$ cat config.mk
export PLATFORM = sky130hd
export DESIGN_NAME = averaged_bang_bang_positioner
export DESIGN_NICKNAME = d
export VERILOG_FILES = /design/src/design/abbp_pkg.sv /design/src/design/abbp_skid.sv /design/src/design/averaged_bang_bang_positioner.sv
export VERILOG_INCLUDE_DIRS = /design/src /design/src/design
export SDC_FILE = /design/constraint.sdc
export NUM_CORES = 1
export LEC_CHECK = 0
export ABC_AREA = 1
export BUFFER_PORTS_ARGS = -buffer_cell sky130_fd_sc_hd__buf_2
export CAP_MARGIN = 20
export CELL_PAD_IN_SITES_DETAIL_PLACEMENT = 0
export CELL_PAD_IN_SITES_GLOBAL_PLACEMENT = 1
export CORE_UTILIZATION = 35
export DETAILED_ROUTE_END_ITERATION = 8
export PLACE_DENSITY = 0.67
export SLEW_MARGIN = 5
export SYNTH_ARGS = -nofsm -noshare
export SYNTH_HDL_FRONTEND = slang
export SYNTH_SLANG_ARGS = --single-unit
$ cat constraint.sdc
create_clock -name clk -period 4.6 [get_ports clk]
set_clock_uncertainty 0.15 [all_clocks]
set_input_delay 0.46 -clock clk [delete_from_list [all_inputs] [get_ports clk]]
set_output_delay 0.46 -clock clk [all_outputs]
set_load 0.1 [all_outputs]
$ cat src/design/averaged_bang_bang_positioner_macros.svh
// ---------------------------------------------------------------------------
// averaged_bang_bang_positioner_macros
// Assertion macros for the positioner. They compile to nothing under SYNTHESIS.
// ---------------------------------------------------------------------------
`ifndef AVERAGED_BANG_BANG_POSITIONER_MACROS_SVH
`define AVERAGED_BANG_BANG_POSITIONER_MACROS_SVH

`ifndef SYNTHESIS
// Checked only while out of reset.
`define ABBP_ASSERT(lbl, prop, msg) \
	lbl: assert property (@(posedge clk) disable iff (!arst_n) prop) else $error(msg);
// Checked at every edge, during reset as well.
`define ABBP_ASSERT_ALWAYS(lbl, prop, msg) \
	lbl: assert property (@(posedge clk) prop) else $error(msg);
`else
`define ABBP_ASSERT(lbl, prop, msg)
`define ABBP_ASSERT_ALWAYS(lbl, prop, msg)
`endif

`endif

$ cat src/design/abbp_pkg.sv
// ---------------------------------------------------------------------------
// abbp_pkg
// Shared types and constants for the averaged bang-bang positioner.
// ---------------------------------------------------------------------------
`timescale 1ns / 1ps

package abbp_pkg;

	localparam int ADC_BITS         = 10;
	localparam int RETRY_W          = 16;
	localparam int SAMPLES_LOG2_DEF = 7;

	localparam int PADDR_W = 4;
	localparam int PDATA_W = 32;

	// Register reset values
	localparam logic [ADC_BITS-1:0] LOW_LIMIT_RST   = 10'd520;
	localparam logic [ADC_BITS-1:0] HIGH_LIMIT_RST  = 10'd1000;
	localparam logic [RETRY_W-1:0]  RETRY_LIMIT_RST = 16'd7650;

	// Register indexes (word address)
	typedef enum logic [1:0] {
		REG_LOW_LIMIT   = 2'd0,
		REG_HIGH_LIMIT  = 2'd1,
		REG_RETRY_LIMIT = 2'd2
	} reg_idx_t;

	typedef enum logic [1:0] {
		PH_IDLE    = 2'd0,
		PH_MEASURE = 2'd1,
		PH_MOVING  = 2'd2
	} phase_t;

	// Input item: func 0 = move command, 1 = ADC sample
	localparam logic FUNC_MOVE   = 1'b0;
	localparam logic FUNC_SAMPLE = 1'b1;

	typedef struct packed {
		logic                func;
		logic [ADC_BITS-1:0] target;
		logic [ADC_BITS-1:0] sample;
	} abbp_in_t;

	typedef struct packed {
		logic                drive_down;
		logic                drive_up;
		logic                busy_res;
		logic                done_res;
		logic                timed_out;
		logic [ADC_BITS-1:0] angle;
		logic [RETRY_W-1:0]  retries_left;
	} abbp_out_t;

endpackage

$ cat src/design/abbp_skid.sv
// ---------------------------------------------------------------------------
// abbp_skid
// Two-entry result buffer; keeps the input side flowing while a result waits.
// ---------------------------------------------------------------------------
`timescale 1ns / 1ps

module abbp_skid
	import abbp_pkg::*;
(
	input  logic      clk,
	input  logic      arst_n,
	input  logic      push,
	input  abbp_out_t push_data,
	output logic      space,
	output logic      out_valid,
	input  logic      out_ready,
	output abbp_out_t out_data
);

	logic [1:0] cnt_q;
	abbp_out_t  e0_q;
	abbp_out_t  e1_q;
	logic       pop;

	assign pop       = out_valid & out_ready;
	assign out_valid = (cnt_q != 2'd0);
	assign out_data  = e0_q;
	assign space     = (cnt_q != 2'd2);

	always_ff @(posedge clk or negedge arst_n) begin
		if (!arst_n) begin
			cnt_q <= 2'd0;
		end else begin
			cnt_q <= cnt_q + {1'b0, push} - {1'b0, pop};
		end
	end

	// Payload, no reset
	always_ff @(posedge clk) begin
		if (push && (cnt_q == 2'd0 || (cnt_q == 2'd1 && pop))) begin
			e0_q <= push_data;
		end else if (pop && cnt_q == 2'd2) begin
			e0_q <= e1_q;
		end
		if (push && cnt_q == 2'd1 && !pop) begin
			e1_q <= push_data;
		end
	end

endmodule

$ cat src/design/averaged_bang_bang_positioner.sv
// ---------------------------------------------------------------------------
// averaged_bang_bang_positioner
// Bang-bang position controller: clamps a goal, averages ADC blocks, drives
// up or down until the average crosses the goal or the retries run out.
// Results: each result is registered into the result buffer, behind any older ones, when its item is accepted.
// Throughput: one item per cycle while the two-entry result buffer has space; the state update
// for an item is a single add, compare and decrement, and input stalls while the buffer is full.
// Reset: arst_n clears the phase, counters and buffer; limits return to
// 520 / 1000 / 7650. No clearing pass, ready right after reset.
// ---------------------------------------------------------------------------
`timescale 1ns / 1ps

`include "averaged_bang_bang_positioner_macros.svh"

module averaged_bang_bang_positioner
	import abbp_pkg::*;
#(
	parameter int SAMPLES_LOG2 = SAMPLES_LOG2_DEF
) (
	input  logic               clk,
	input  logic               arst_n,
	// input channel
	input  logic               in_valid,
	output logic               in_ready,
	input  abbp_in_t           in_data,
	// result channel
	output logic               out_valid,
	input  logic               out_ready,
	output abbp_out_t          out_data,
	// configuration (APB-style)
	input  logic               psel,
	input  logic               penable,
	input  logic               pwrite,
	input  logic [PADDR_W-1:0] paddr,
	input  logic [PDATA_W-1:0] pwdata,
	output logic [PDATA_W-1:0] prdata,
	output logic               pready
);

	// Block accumulator is wide enough for 2^SAMPLES_LOG2 full-scale samples;
	// the sample counter can hold the block length itself.
	localparam int SUM_W = ADC_BITS + SAMPLES_LOG2;
	localparam int CNT_W = SAMPLES_LOG2 + 1;
	localparam logic [CNT_W-1:0] BLK_LEN = CNT_W'(1 << SAMPLES_LOG2);

	// -----------------------------------------------------------------------
	// Configuration registers
	// -----------------------------------------------------------------------
	logic [ADC_BITS-1:0] low_limit_q;
	logic [ADC_BITS-1:0] high_limit_q;
	logic [RETRY_W-1:0]  retry_limit_q;
	logic                cfg_wr;
	reg_idx_t            cfg_idx;

	assign pready  = 1'b1;
	assign cfg_wr  = psel & penable & pwrite & pready;
	assign cfg_idx = reg_idx_t'(paddr[3:2]);

	always_ff @(posedge clk or negedge arst_n) begin
		if (!arst_n) begin
			low_limit_q   <= LOW_LIMIT_RST;
			high_limit_q  <= HIGH_LIMIT_RST;
			retry_limit_q <= RETRY_LIMIT_RST;
		end else if (cfg_wr) begin
			unique case (cfg_idx)
				REG_LOW_LIMIT:   low_limit_q   <= pwdata[ADC_BITS-1:0];
				REG_HIGH_LIMIT:  high_limit_q  <= pwdata[ADC_BITS-1:0];
				REG_RETRY_LIMIT: retry_limit_q <= pwdata[RETRY_W-1:0];
				default: ; // unmapped word, write dropped
			endcase
		end
	end

	always_comb begin
		unique case (cfg_idx)
			REG_LOW_LIMIT:   prdata = PDATA_W'(low_limit_q);
			REG_HIGH_LIMIT:  prdata = PDATA_W'(high_limit_q);
			REG_RETRY_LIMIT: prdata = PDATA_W'(retry_limit_q);
			default:         prdata = '0;
		endcase
	end

	// -----------------------------------------------------------------------
	// Controller state
	// -----------------------------------------------------------------------
	phase_t              phase_q, phase_d;
	logic                going_down_q, going_down_d;
	logic [ADC_BITS-1:0] goal_q, goal_d;
	logic [SUM_W-1:0]    sum_q, sum_d;
	logic [CNT_W-1:0]    cnt_q, cnt_d;
	logic [RETRY_W-1:0]  retry_q, retry_d;
	logic [ADC_BITS-1:0] avg_q, avg_d;

	logic                acc;       // transaction on the input channel
	logic                is_move;
	logic                is_sample;
	logic [ADC_BITS-1:0] goal_lo;   // target raised to the low limit
	logic [ADC_BITS-1:0] goal_cl;   // then lowered to the high limit
	logic [SUM_W-1:0]    sum_inc;
	logic [CNT_W-1:0]    cnt_inc;
	logic                blk_end;   // this sample closes a block
	logic [ADC_BITS-1:0] blk_avg;
	logic [RETRY_W-1:0]  retry_dec;
	logic                reached;
	logic                done;
	logic                tmo;
	logic                buf_space;
	abbp_out_t           res;

	assign in_ready = buf_space;
	assign acc      = in_valid & in_ready;

	assign is_move   = (in_data.func == FUNC_MOVE)   && (phase_q == PH_IDLE);
	assign is_sample = (in_data.func == FUNC_SAMPLE) && (phase_q != PH_IDLE);

	assign goal_lo = (in_data.target < low_limit_q) ? low_limit_q : in_data.target;
	assign goal_cl = (goal_lo > high_limit_q) ? high_limit_q : goal_lo;

	assign sum_inc   = sum_q + SUM_W'(in_data.sample);
	assign cnt_inc   = cnt_q + CNT_W'(1);
	assign blk_end   = (cnt_inc == BLK_LEN);
	// Average is the block sum divided by the block size (a shift by SAMPLES_LOG2)
	assign blk_avg   = sum_inc[SAMPLES_LOG2 +: ADC_BITS];
	assign retry_dec = retry_q - RETRY_W'(1);
	// Stop condition: strictly past the goal in the direction of travel
	assign reached   = going_down_q ? (blk_avg < goal_q) : (blk_avg > goal_q);

	// The block ends a move on success, or when the decremented count hits zero
	assign done = is_sample && blk_end && (phase_q == PH_MOVING)
		&& (reached || retry_dec == '0);
	assign tmo  = done && !reached;

	// Next phase
	always_comb begin
		phase_d = phase_q;
		unique case (phase_q)
			PH_IDLE: begin
				if (is_move) phase_d = PH_MEASURE;
			end
			PH_MEASURE: begin
				if (is_sample && blk_end) phase_d = PH_MOVING;
			end
			PH_MOVING: begin
				if (done) phase_d = PH_IDLE;
			end
			default: phase_d = PH_IDLE;
		endcase
	end

	// Datapath next values
	always_comb begin
		going_down_d = going_down_q;
		goal_d       = goal_q;
		sum_d        = sum_q;
		cnt_d        = cnt_q;
		retry_d      = retry_q;
		avg_d        = avg_q;
		if (is_move) begin
			goal_d  = goal_cl;
			sum_d   = '0;
			cnt_d   = '0;
			retry_d = retry_limit_q;
		end else if (is_sample) begin
			if (blk_end) begin
				avg_d = blk_avg;
				sum_d = '0;
				cnt_d = '0;
				if (phase_q == PH_MEASURE) begin
					// first average picks the direction
					going_down_d = (blk_avg > goal_q);
				end else if (!reached) begin
					retry_d = retry_dec;
				end
			end else begin
				sum_d = sum_inc;
				cnt_d = cnt_inc;
			end
		end
	end

	always_ff @(posedge clk or negedge arst_n) begin
		if (!arst_n) begin
			phase_q      <= PH_IDLE;
			going_down_q <= 1'b0;
			goal_q       <= '0;
			sum_q        <= '0;
			cnt_q        <= '0;
			retry_q      <= '0;
			avg_q        <= '0;
		end else if (acc) begin
			phase_q      <= phase_d;
			going_down_q <= going_down_d;
			goal_q       <= goal_d;
			sum_q        <= sum_d;
			cnt_q        <= cnt_d;
			retry_q      <= retry_d;
			avg_q        <= avg_d;
		end
	end

	// Result of this transaction, taken from the post-update state
	always_comb begin
		res.drive_down   = (phase_d == PH_MOVING) &&  going_down_d;
		res.drive_up     = (phase_d == PH_MOVING) && !going_down_d;
		res.busy_res     = (phase_d != PH_IDLE);
		res.done_res     = done;
		res.timed_out    = tmo;
		res.angle        = avg_d;
		res.retries_left = retry_d;
	end

	abbp_skid u_skid (
		.clk       (clk),
		.arst_n    (arst_n),
		.push      (acc),
		.push_data (res),
		.space     (buf_space),
		.out_valid (out_valid),
		.out_ready (out_ready),
		.out_data  (out_data)
	);

	// -----------------------------------------------------------------------
	// Assertions
	// -----------------------------------------------------------------------
	`ABBP_ASSERT(a_cnt_in_block, cnt_q < BLK_LEN, "sample count ran past block length")
	`ABBP_ASSERT(a_done_to_idle, (acc && done) |=> (phase_q == PH_IDLE), "move ended but not idle")
	`ABBP_ASSERT_ALWAYS(a_tmo_needs_done, !(tmo && !done), "timeout flagged without done")
	`ABBP_ASSERT(a_one_drive, !(res.drive_down && res.drive_up), "both drives on")

endmodule

==> results of run 1 <==
==> placed cells by master (no fill, tap or decap), drive strengths merged, types with 10 or more instances in the layout <==
| cell type | instances |
|---|---|
| a21oi | 24 |
| dfstp | 16 |
| xor2 | 13 |
| buf | 115 |
| nor3 | 10 |
| o21ai | 118 |
| edfxtp | 62 |
| nor2 | 92 |
| clkbuf | 18 |
| nand2 | 363 |
| dfrtp | 86 |
| nand3 | 51 |
| inv | 162 |
| o22ai | 19 |
| conb | 17 |
| ha | 46 |
==> power by group <==
part / leakage [µW] / internal (µW) / total, µW / switching, µW
Sequential: 0.00186 / 2030 / 2320 / 287
Clock: 0.000245 / 696 / 1330 / 634
Combinational: 0.00320 / 995 / 3740 / 2750
Total: 0.00531 / 3730 / 7390 / 3670
==> through the flow <==
step	TNS, ns	total power, µW	utilization
after floorplan	0	5200	-
after global placement	0	6040	0.390
after detailed placement	0	6080	0.390
after CTS	0	7430	0.410
after global routing	-0.00520	7990	0.413
final	0	7390	0.413
==> worst max path at each step <==
stage / from / end / slack, ns
floorplan: out_ready / u_skid.e1_q[0] / 0.37
global placement: in_data[0] / u_skid.out_data[12] / 0.18
detailed placement: in_data[0] / u_skid.out_data[12] / 0.15
CTS: sum_q[0] / u_skid.out_data[12] / 0.32
global route: sum_q[0] / u_skid.out_data[4] / -0.005
finish: sum_q[0] / u_skid.out_data[4] / 0.46
==> kinds of logic after synthesis <==
family	after synthesis	share of synthesized area
AND/OR/NAND/NOR	531	0.234
XOR/XNOR	16	0.0149
adder cells (fa/ha/maj)	47	0.0633
buffers and inverters	212	0.0954
flip-flops	164	0.471
other	2	0.000798
AO/OA/AOI/OAI	193	0.120
==> area by class of cell <==
class                   instances  area share
clock inverters                13     0.00947
well taps                     335      0.0387
multi-input cells             805       0.386
clock buffers                  18      0.0396
repair buffers                116      0.0622
flip-flops and latches        164       0.409
inverters                     159      0.0551
==> registers in the layout, summed over array words and instances, names as in the netlist <==
register         cells
u_skid.e1_q         31
u_skid.out_data     31
sum_q               17
retry_limit_q       16
retry_q             16
avg_q               10
goal_q              10
high_limit_q        10
low_limit_q         10
cnt_q                8
phase_q              2
u_skid.cnt_q         2
going_down_q         1
==> worst min-delay path, cell delays in order <==
cell     delay [ns]
buf_2          0.10
nor2_1         0.09
a21oi_1        0.05
==> routing by layer <==
metal	up-vias	GRT usage	routed length [µm]
li1	3948	-	-
met1	3409	0.259	12200
met2	165	0.263	9730
met3	18	0.0248	923
met4	2	0.0492	306
met5	-	0	12
==> what timing repair did <==
| action | 4_1_cts | 5_1_grt |
|---|---|---|
| setup buffers | 0 | 1 |
| endpoints found under the setup margin | 0 | 27 |
| hold endpoints to repair | 0 | 9 |
| hold buffers | 0 | 1 |
| resized for setup | 0 | 4 |
==> qor.yml, run 1 <==
worst_setup_path:
  crit_buf_inv: 4
  arrival_ns: 4.17
  crit_chain: "ha_1, inv_1, fa_1, inv_1, nand3_1, nand2_1, nand2_1, nand3_1, a21oi_2, nor2_1, xor2_2, inv_1, ha_1, nand2_1, nor2_1, nand3_1, nand4_1, nand3b_2, buf_4, o21ai_0, nand3_1, nand2_1, o21ai_1"
  cpPeakStageDelay_ns: 0.40
  reg2reg_slack_ns: 0.46
  cp_slowest_cell: "fa_1"
  r2r-end: "u_skid.out_data[4]"
  end_kind: "flop"
  worst-path-stages: 23
  reg2regPathDepth: 23
  reg2reg_from: "sum_q[0]"
  cp_top_family: "simple AND/OR/NAND/NOR gates"
  cp.required_ns: 4.63
  critPathKind: "reg2reg"
  worstSetupStartpointType: "flop"
  cp_max_fo: 7
drt:
  drt_iter0_drc: 545
  drc_errors: 8
  vias: 7542
  drtPass1Iterations: 7
  routedWlPerCell_um: 14.4
  wl_um: 23200
  via_per_inst: 4.68
  ant_nets: 0
sta:
  fin_crit_sh: 0.901
  holdWs_ns: 0.122
  max_freq_ghz: 0.241
  hold_viol: 0
  fin_ws_ns: 0.457
  finalCriticalPeriod_ns: 4.14
  finalMaxSlewViolations: 0
  maxSlewHeadroom: 0.367
  tightest_slew_ns: 0.947
  finalSetupViolations: 0
final_layout:
  syn2layout_area_growth_pct: 15.1
  drive_above_1_share: 0.165
  multi_input_area_um2: 4180
  antenna_cells: 0
  fin_area_um2: 10800
  seqCellArea_um2: 4430
  fillers: 2662
  stdcell_count: 1610
  fin_nets: 1374
yosys:
  synth-edff-count: 62
  ys_top_cells_by_count: "nand2_1, inv_1, dfrtp_1"
  synth_top_area_cell: "dfrtp_1"
  synth_cells: 1165
  yosys_warnings: 0
  yosysSeqAreaShare: 0.471
  synth_async_sr_flop_share: 0.622
  synth-seq-cells: 164
  syn-cell-area_um2: 9410
  synth_most_common_cell: "nand2_1"
  synth.distinct_cells: 54
  synth_area_leaders: "dfrtp_1, edfxtp_1, nand2_1, ha_1, inv_1"
  syn_area_per_cell_um2: 8.08
  synth_top_area_share: 0.229
  ys.flop_type: "dfrtp_1"
cts:
  cts-root-buf: "clkbuf_16"
  clk_latency_ns: 0.43
  cts_inserted_buffers: 17
  clk_path_buf_depth: 2
  h-tree-depth: 4
  cts_tree: "done"
  path_clk_slew_ns: 0.07
  clock-sinks: 164
grt:
  grt_pass1_wl_um: 38100
  grt_max_degree: 76
  gr-total-overflow: 0
  grt_pass1_vias: 7127
  antenna_found_initial: 1
  grt_usage: 0.174
die:
  io_pins: 130
  coreArea_um2: 26200
  start_util: 0.359
  fp.dieArea_um2: 27500
  dieWidth_um: 166
  fp.dieH_um: 166
  rows: 59
pwr:
  ir_worst_vdd_v: 0.000249
  leakage_uw: 0.00531
  powerDensity_nw_per_um2: 683
hold_path:
  hold_path_end: "retry_limit_q[12]"
  hold_depth: 3
  hold_path_class: "in2reg"
  min-delay-start: "pwdata[12]"
placed_design:
  dpl.hpwl_um: 17000
  dpl_cell_area_um2: 10200
  post-place-cells: 1575
  dpl_worst_slack_ns: 0.151
  port_buffers: 94
  routabilityCongestion: 0.861
outcome:
  violations: "design-rule violations"
  status: "complete, but fails checks"
job:
  drv_cap: 0
Power figures use the tool's default switching activity.
==> inputs of run 2 (changes only) <==
--- a/config.mk
+++ b/config.mk
@@ -6,14 +6,13 @@
 export SDC_FILE = /design/constraint.sdc
 export NUM_CORES = 1
 export LEC_CHECK = 0
-export ABC_AREA = 1
 export BUFFER_PORTS_ARGS = -buffer_cell sky130_fd_sc_hd__buf_2
 export CAP_MARGIN = 20
 export CELL_PAD_IN_SITES_DETAIL_PLACEMENT = 0
 export CELL_PAD_IN_SITES_GLOBAL_PLACEMENT = 1
 export CORE_UTILIZATION = 35
 export DETAILED_ROUTE_END_ITERATION = 8
-export PLACE_DENSITY = 0.67
+export PLACE_DENSITY = 0.64
 export SLEW_MARGIN = 5
 export SYNTH_ARGS = -nofsm -noshare
 export SYNTH_HDL_FRONTEND = slang
==> run 2 against run 1 <==
  * Cell area increased by 11%
  * Sequential share of layout area decreased by 4.2 points
  * Combinational power decreased by 20%
  * Critical path depth decreased by 5
  * Critical endpoint is now u_skid.out_data[1]
  * First-iteration DRC count decreased by 44%
  * Synthesized cell count decreased by 17%
  * Sequential cell count unchanged
  * Clock-buffer cell count increased by 1
  * The run now ends clean
  * Sequential power decreased by 11%
  * Register-to-register slack got worse by 0.32 ns
  * Largest cell class is now multi-input combinational cells
  * Wire length increased by 12%
  * Total power decreased by 12%
==> qor.yml, run 2 <==
worst_setup_path:
  reg2reg_from: "sum_q[2]"
  worstSetupStartpointType: "flop"
  critPathLaunch: "sum_q[2]"
  critPathKind: "reg2reg"
  end_kind: "flop"
  reg2reg_slack_ns: 0.14
  cp_max_fo: 23
  r2r-end: "u_skid.out_data[1]"
  critPathCapture: "u_skid.out_data[1]"
  reg2regPathDepth: 18
  arrival_ns: 4.49
  cp.required_ns: 4.63
final_layout:
  final_common_cell: "nand2_1"
  final_cell_mix: "nand2_1, buf_2, dfrtp_1, buf_4, edfxtp_1"
  antenna_cells: 0
  fin_nets: 1227
  utilization: 0.435
  syn2layout_area_growth_pct: 22.4
  drive_above_1_share: 0.307
cts:
  h-tree-depth: 4
  cts_tree: "done"
  clk_latency_ns: 0.43
  clk_path_buf_depth: 2
  clock-sinks: 164
  cts_inserted_buffers: 17
  cts-root-buf: "clkbuf_16"
  path_clk_slew_ns: 0.07
yosys:
  synth_cells: 969
  synth_xor_area_frac: 0.0178
  synth_most_common_cell: "nand2_1"
  ys.flop_type: "dfrtp_1"
  syn_area_per_cell_um2: 10.2
  synth_area_leaders: "dfrtp_1, edfxtp_1, ha_1, mux2_2, dfstp_2"
  synth_async_sr_flop_share: 0.622
  yosys_warnings: 0
  synth-edff-count: 62
  synth-seq-cells: 164
  synth_top_family_by_area: "simple AND/OR/NAND/NOR gates"
  synthMuxAreaShare: 0.0878
  synth.distinct_cells: 78
  synth_top_area_share: 0.218
  synth_fa_ha_area_frac: 0.0604
  yosysSeqAreaShare: 0.450
  synth_top_area_cell: "dfrtp_1"
  syn-cell-area_um2: 9860
  synth_compound_area_frac: 0.162
  ys_top_cells_by_count: "nand2_1, dfrtp_1, o21ai_0"
  synth-simple-area-share: 0.169
drt:
  top_layer_used: "met4"
  routedWlPerCell_um: 17.2
  via_per_inst: 5.10
  wl_um: 26000
  ant_nets: 0
  vias: 7693
  drc_errors: 0
  drtPass1Iterations: 5
  wl_met3_um: 740
  met2_length_um: 11700
  routedLengthMet1_um: 13200
  drt_iter0_drc: 304
sta:
  finalCriticalPeriod_ns: 4.46
  fin_crit_sh: 0.969
  holdWs_ns: 0.102
  tightest_slew_ns: 1.01
  finalSetupViolations: 0
  max_freq_ghz: 0.224
  maxSlewHeadroom: 0.328
  hold_viol: 0
  setup-tns-final_ns: 0
  rsz0062_at_grt: "yes"
  finalMaxSlewViolations: 0
die:
  fp.dieArea_um2: 28900
  io_pins: 130
  dieWidth_um: 170
  fp.dieH_um: 170
  start_util: 0.355
  coreArea_um2: 27800
  rows: 61
grt:
  antenna_found_initial: 0
  grt_pass1_vias: 7398
  gr-total-overflow: 0
  grt_max_degree: 60
  grt_pass1_wl_um: 41200
  grt_usage: 0.186
pwr:
  ir_worst_vdd_v: 0.000303
  p_total_uw: 6480
  powerDensity_nw_per_um2: 536
  leakage_uw: 0.00535
placed_design:
  dpl.hpwl_um: 18400
  port_buffers: 94
  routabilityCongestion: 0.810
job:
  drv_cap: 0
hold_path:
  hold_path_class: "in2reg"
outcome:
  status: "finished, final reports clean"
==> run 2: logic make-up after synthesis <==
kind of cell,Yosys count
flip-flops,164
AO/OA/AOI/OAI,220
other,2
multiplexers,79
adder cells (fa/ha/maj),47
AND/OR/NAND/NOR,319
XOR/XNOR,20
buffers and inverters,118
==> run 2: timing repair <==
action	4_1_cts	5_1_grt
setup endpoints to repair	28	46
cloned	0	1
resized for setup	7	38
hold buffers	1	0
pin swaps	7	24
hold endpoints to repair	13	0
buffers inserted	1	10
==> run 2: worst min path at each step <==
stage	start	end	slack [ns]	depth (start not counted)
after global routing	pwdata[12]	retry_limit_q[12]	0.09	2
after detailed placement	arst_n	sum_q[2]	0.19	1
after floorplan	arst_n	avg_q[0]	0.01	0
after global placement	arst_n	sum_q[0]	0.19	1
after CTS	pwdata[15]	retry_limit_q[15]	0.08	2
final	pwdata[15]	retry_limit_q[15]	0.10	2
==> run 2: through the flow <==
stage	instance area (µm²)	cells	setup WS, ns
2_1_floorplan	9930	984	-0.00569
3_3_place_gp	11100	1460	-0.267
3_5_place_dp	11100	1460	-0.352
4_1_cts	11700	1494	0.0116
5_1_grt	12100	1507	-0.111
6_report	12100	1507	0.141
==> run 2: power by group <==
group | total, µW | internal, µW | switching (µW)
logic | 3010 | 994 | 2010
registers | 2070 | 1850 | 217
clock network | 1400 | 754 | 645
==> run 2: final cells by class <==
| cell class | count | area (µm²) |
|---|---|---|
| clock buffers | 19 | 433 |
| clock inverters | 13 | 124 |
| fillers | 2796 | 15700 |
| inverters | 56 | 210 |
| multi-input cells | 702 | 5250 |
| flip-flops and latches | 164 | 4430 |
| well taps | 378 | 473 |
| repair buffers | 175 | 1150 |
==> run 2: worst max-delay path, cell delays in order (launching register included) <==
cell and delay [ns]:
dfrtp_1 0.39, ha_1 0.32, nor2b_1 0.15, o21a_1 0.20, buf_4 0.15, o21a_4 0.20, o211ai_1 0.27, a21o_1 0.20
nand2_2 0.10, ha_4 0.28, nand4_1 0.18, a211oi_4 0.33, a211o_1 0.25, o2111ai_2 0.18, buf_12 0.20, buf_4 0.15
nand3_1 0.09, o311ai_2 0.11, mux2_4 0.29
==> run 2: routing by layer <==
layer,global-route usage,vias up
met2,0.286,126
met1,0.270,3728
met5,0,-
li1,-,3820
met4,0.0533,0
met3,0.0253,19
==> inputs of run 3 (changes only) <==
--- a/config.mk
+++ b/config.mk
@@ -8,11 +8,9 @@
 export LEC_CHECK = 0
 export BUFFER_PORTS_ARGS = -buffer_cell sky130_fd_sc_hd__buf_2
 export CAP_MARGIN = 20
-export CELL_PAD_IN_SITES_DETAIL_PLACEMENT = 0
-export CELL_PAD_IN_SITES_GLOBAL_PLACEMENT = 1
 export CORE_UTILIZATION = 35
 export DETAILED_ROUTE_END_ITERATION = 8
-export PLACE_DENSITY = 0.64
+export PLACE_DENSITY = 0.53
 export SLEW_MARGIN = 5
 export SYNTH_ARGS = -nofsm -noshare
 export SYNTH_HDL_FRONTEND = slang
==> run 3 against run 2 <==
  * The flow now finishes with violations (negative hold slack)
  * Via count rose by 0.14%
  * Total power rose by 0.68%
  * Non-clock buffer count fell by 7
  * Utilization rose by 0.14 points
  * Worst hold slack got worse by 0.10 ns
  * Sequential power barely moved
  * Combinational power rose by 1%
  * Sequential cell count did not move
  * Register-to-register slack barely moved
  * Worst setup slack got worse by 0.0088 ns
  * Largest cell class unchanged
==> qor.yml, run 3 (same netlist as run 2, synthesis figures left out) <==
outcome:
  status: "complete, but fails checks"
  violations: "negative hold slack"
drt:
  drt_iter0_drc: 451
  via_per_inst: 5.13
  drc_errors: 0
  wl_um: 25400
  ant_nets: 0
  routedWlPerCell_um: 16.9
  drtPass1Iterations: 4
  vias: 7704
worst_setup_path:
  crit_chain: "ha_2, inv_2, fa_2, nor2b_1, o21a_1, buf_4, o21a_1, o2111ai_2, a21o_1, nand2_2, ha_4, a211oi_4, nor2_2, a2111oi_4, buf_4, o2111a_2, nand2_1, a221o_1, mux2_4"
  arrival_ns: 4.49
  cp_slowest_cell: "a2111oi_4"
  crit_buf_inv: 3
  end_kind: "flop"
  cpPeakStageDelay_ns: 0.37
  worstSetupStartpointType: "flop"
  critPathKind: "reg2reg"
  cp_top_family: "compound AO/OA/AOI/OAI gates"
  cp_max_fo: 5
  cp.required_ns: 4.63
pwr:
  leakage_uw: 0.00533
  p_total_uw: 6520
  powerDensity_nw_per_um2: 538
  ir_worst_vdd_v: 0.000197
final_layout:
  fin_nets: 1221
  final_common_cell: "nand2_1"
  fillers: 2738
  drive_above_1_share: 0.310
  antenna_cells: 0
  fin_area_um2: 12100
  final_cell_mix: "nand2_1, buf_2, dfrtp_1, buf_4, edfxtp_1"
  syn2layout_area_growth_pct: 22.8
sta:
  hold_viol: 1
  setup-tns-final_ns: 0
  rsz0062_at_grt: "yes"
  maxSlewHeadroom: 0.333
  holdWs_ns: -0.000821
  fin_crit_sh: 0.971
  finalSetupViolations: 0
  max_freq_ghz: 0.224
  finalMaxSlewViolations: 0
  tightest_slew_ns: 1.00
  finalCriticalPeriod_ns: 4.47
grt:
  grt_usage: 0.181
  antenna_found_initial: 0
  grt_pass1_vias: 7536
  grt_max_degree: 68
  gr-total-overflow: 0
  grt_pass1_wl_um: 40800
die:
  fp.dieArea_um2: 28900
  coreArea_um2: 27800
  start_util: 0.355
  dieWidth_um: 170
  fp.dieH_um: 170
  rows: 61
  io_pins: 130
placed_design:
  dpl_cell_area_um2: 11100
  dpl.hpwl_um: 17800
  routabilityCongestion: 0.842
  port_buffers: 94
cts:
  clk_path_buf_depth: 2
  path_clk_slew_ns: 0.07
  h-tree-depth: 4
  clk_latency_ns: 0.43
  clock-sinks: 164
  cts_inserted_buffers: 17
  cts_tree: "done"
  cts-root-buf: "clkbuf_16"
job:
  drv_cap: 0
hold_path:
  hold_path_class: "in2async"
[run 3: path summary, 6_finish.rpt]
kind                            startpoint            endpoint  slack, ns  depth (start not counted)
worst max-delay path              sum_q[0]  u_skid.out_data[2]       0.13                         19
worst min-delay path                arst_n      low_limit_q[2]    -0.0008                          1
worst max register to register    sum_q[0]  u_skid.out_data[2]       0.13                         19
worst min register to register    sum_q[6]            sum_q[6]       0.33                          2
max in group asynchronous           arst_n            avg_q[4]       3.23                          2
min in group clk                pwdata[14]   retry_limit_q[14]       0.11                          2
[run 3: where the power goes]
| part | switching, µW | internal, µW | leakage [µW] | total [µW] |
|---|---|---|---|---|
| registers | 198 | 1850 | 0.00187 | 2050 |
| clock network | 647 | 778 | 0.000285 | 1420 |
| logic | 2030 | 1020 | 0.00318 | 3050 |
| total | 2870 | 3650 | 0.00533 | 6520 |
[run 3: layout make-up]
class	instances	area, µm²	share of cell area
multi-input combinational	703	5320	0.439
sequential	164	4430	0.366
timing repair buffer	168	1100	0.0905
tap	378	473	0.0390
clock buffer	18	439	0.0363
inverter	56	210	0.0174
clock inverter	14	141	0.0117
[run 3: what timing repair did]
item | in CTS | in global routing
setup buffers | 3 | 6
pin swaps | 13 | 20
gates resized for setup | 16 | 41
hold buffers | 0 | 0
setup endpoints to repair | 23 | 48
gates cloned | 2 | 1
[run 3: layer usage]
metal  track usage  wire length [µm]  part of all wire
met5             0                 0                 0
met4        0.0501               382             0.015
met3        0.0249               932             0.037
met2         0.282             11300              0.44
met1         0.262             12800              0.50
[run 3: per-stage QoR]
stage	util	instances	worst slack [ns]	hold WS [ns]
6_report	0.436	1501	0.132	-0.000821
4_1_cts	0.424	1493	0.00624	0.0278
5_1_grt	0.436	1501	-0.0854	0.0762
3_5_place_dp	0.398	1456	-0.327	0.324
2_1_floorplan	-	984	-0.00569	0.0144
3_3_place_gp	0.398	1456	-0.253	0.315
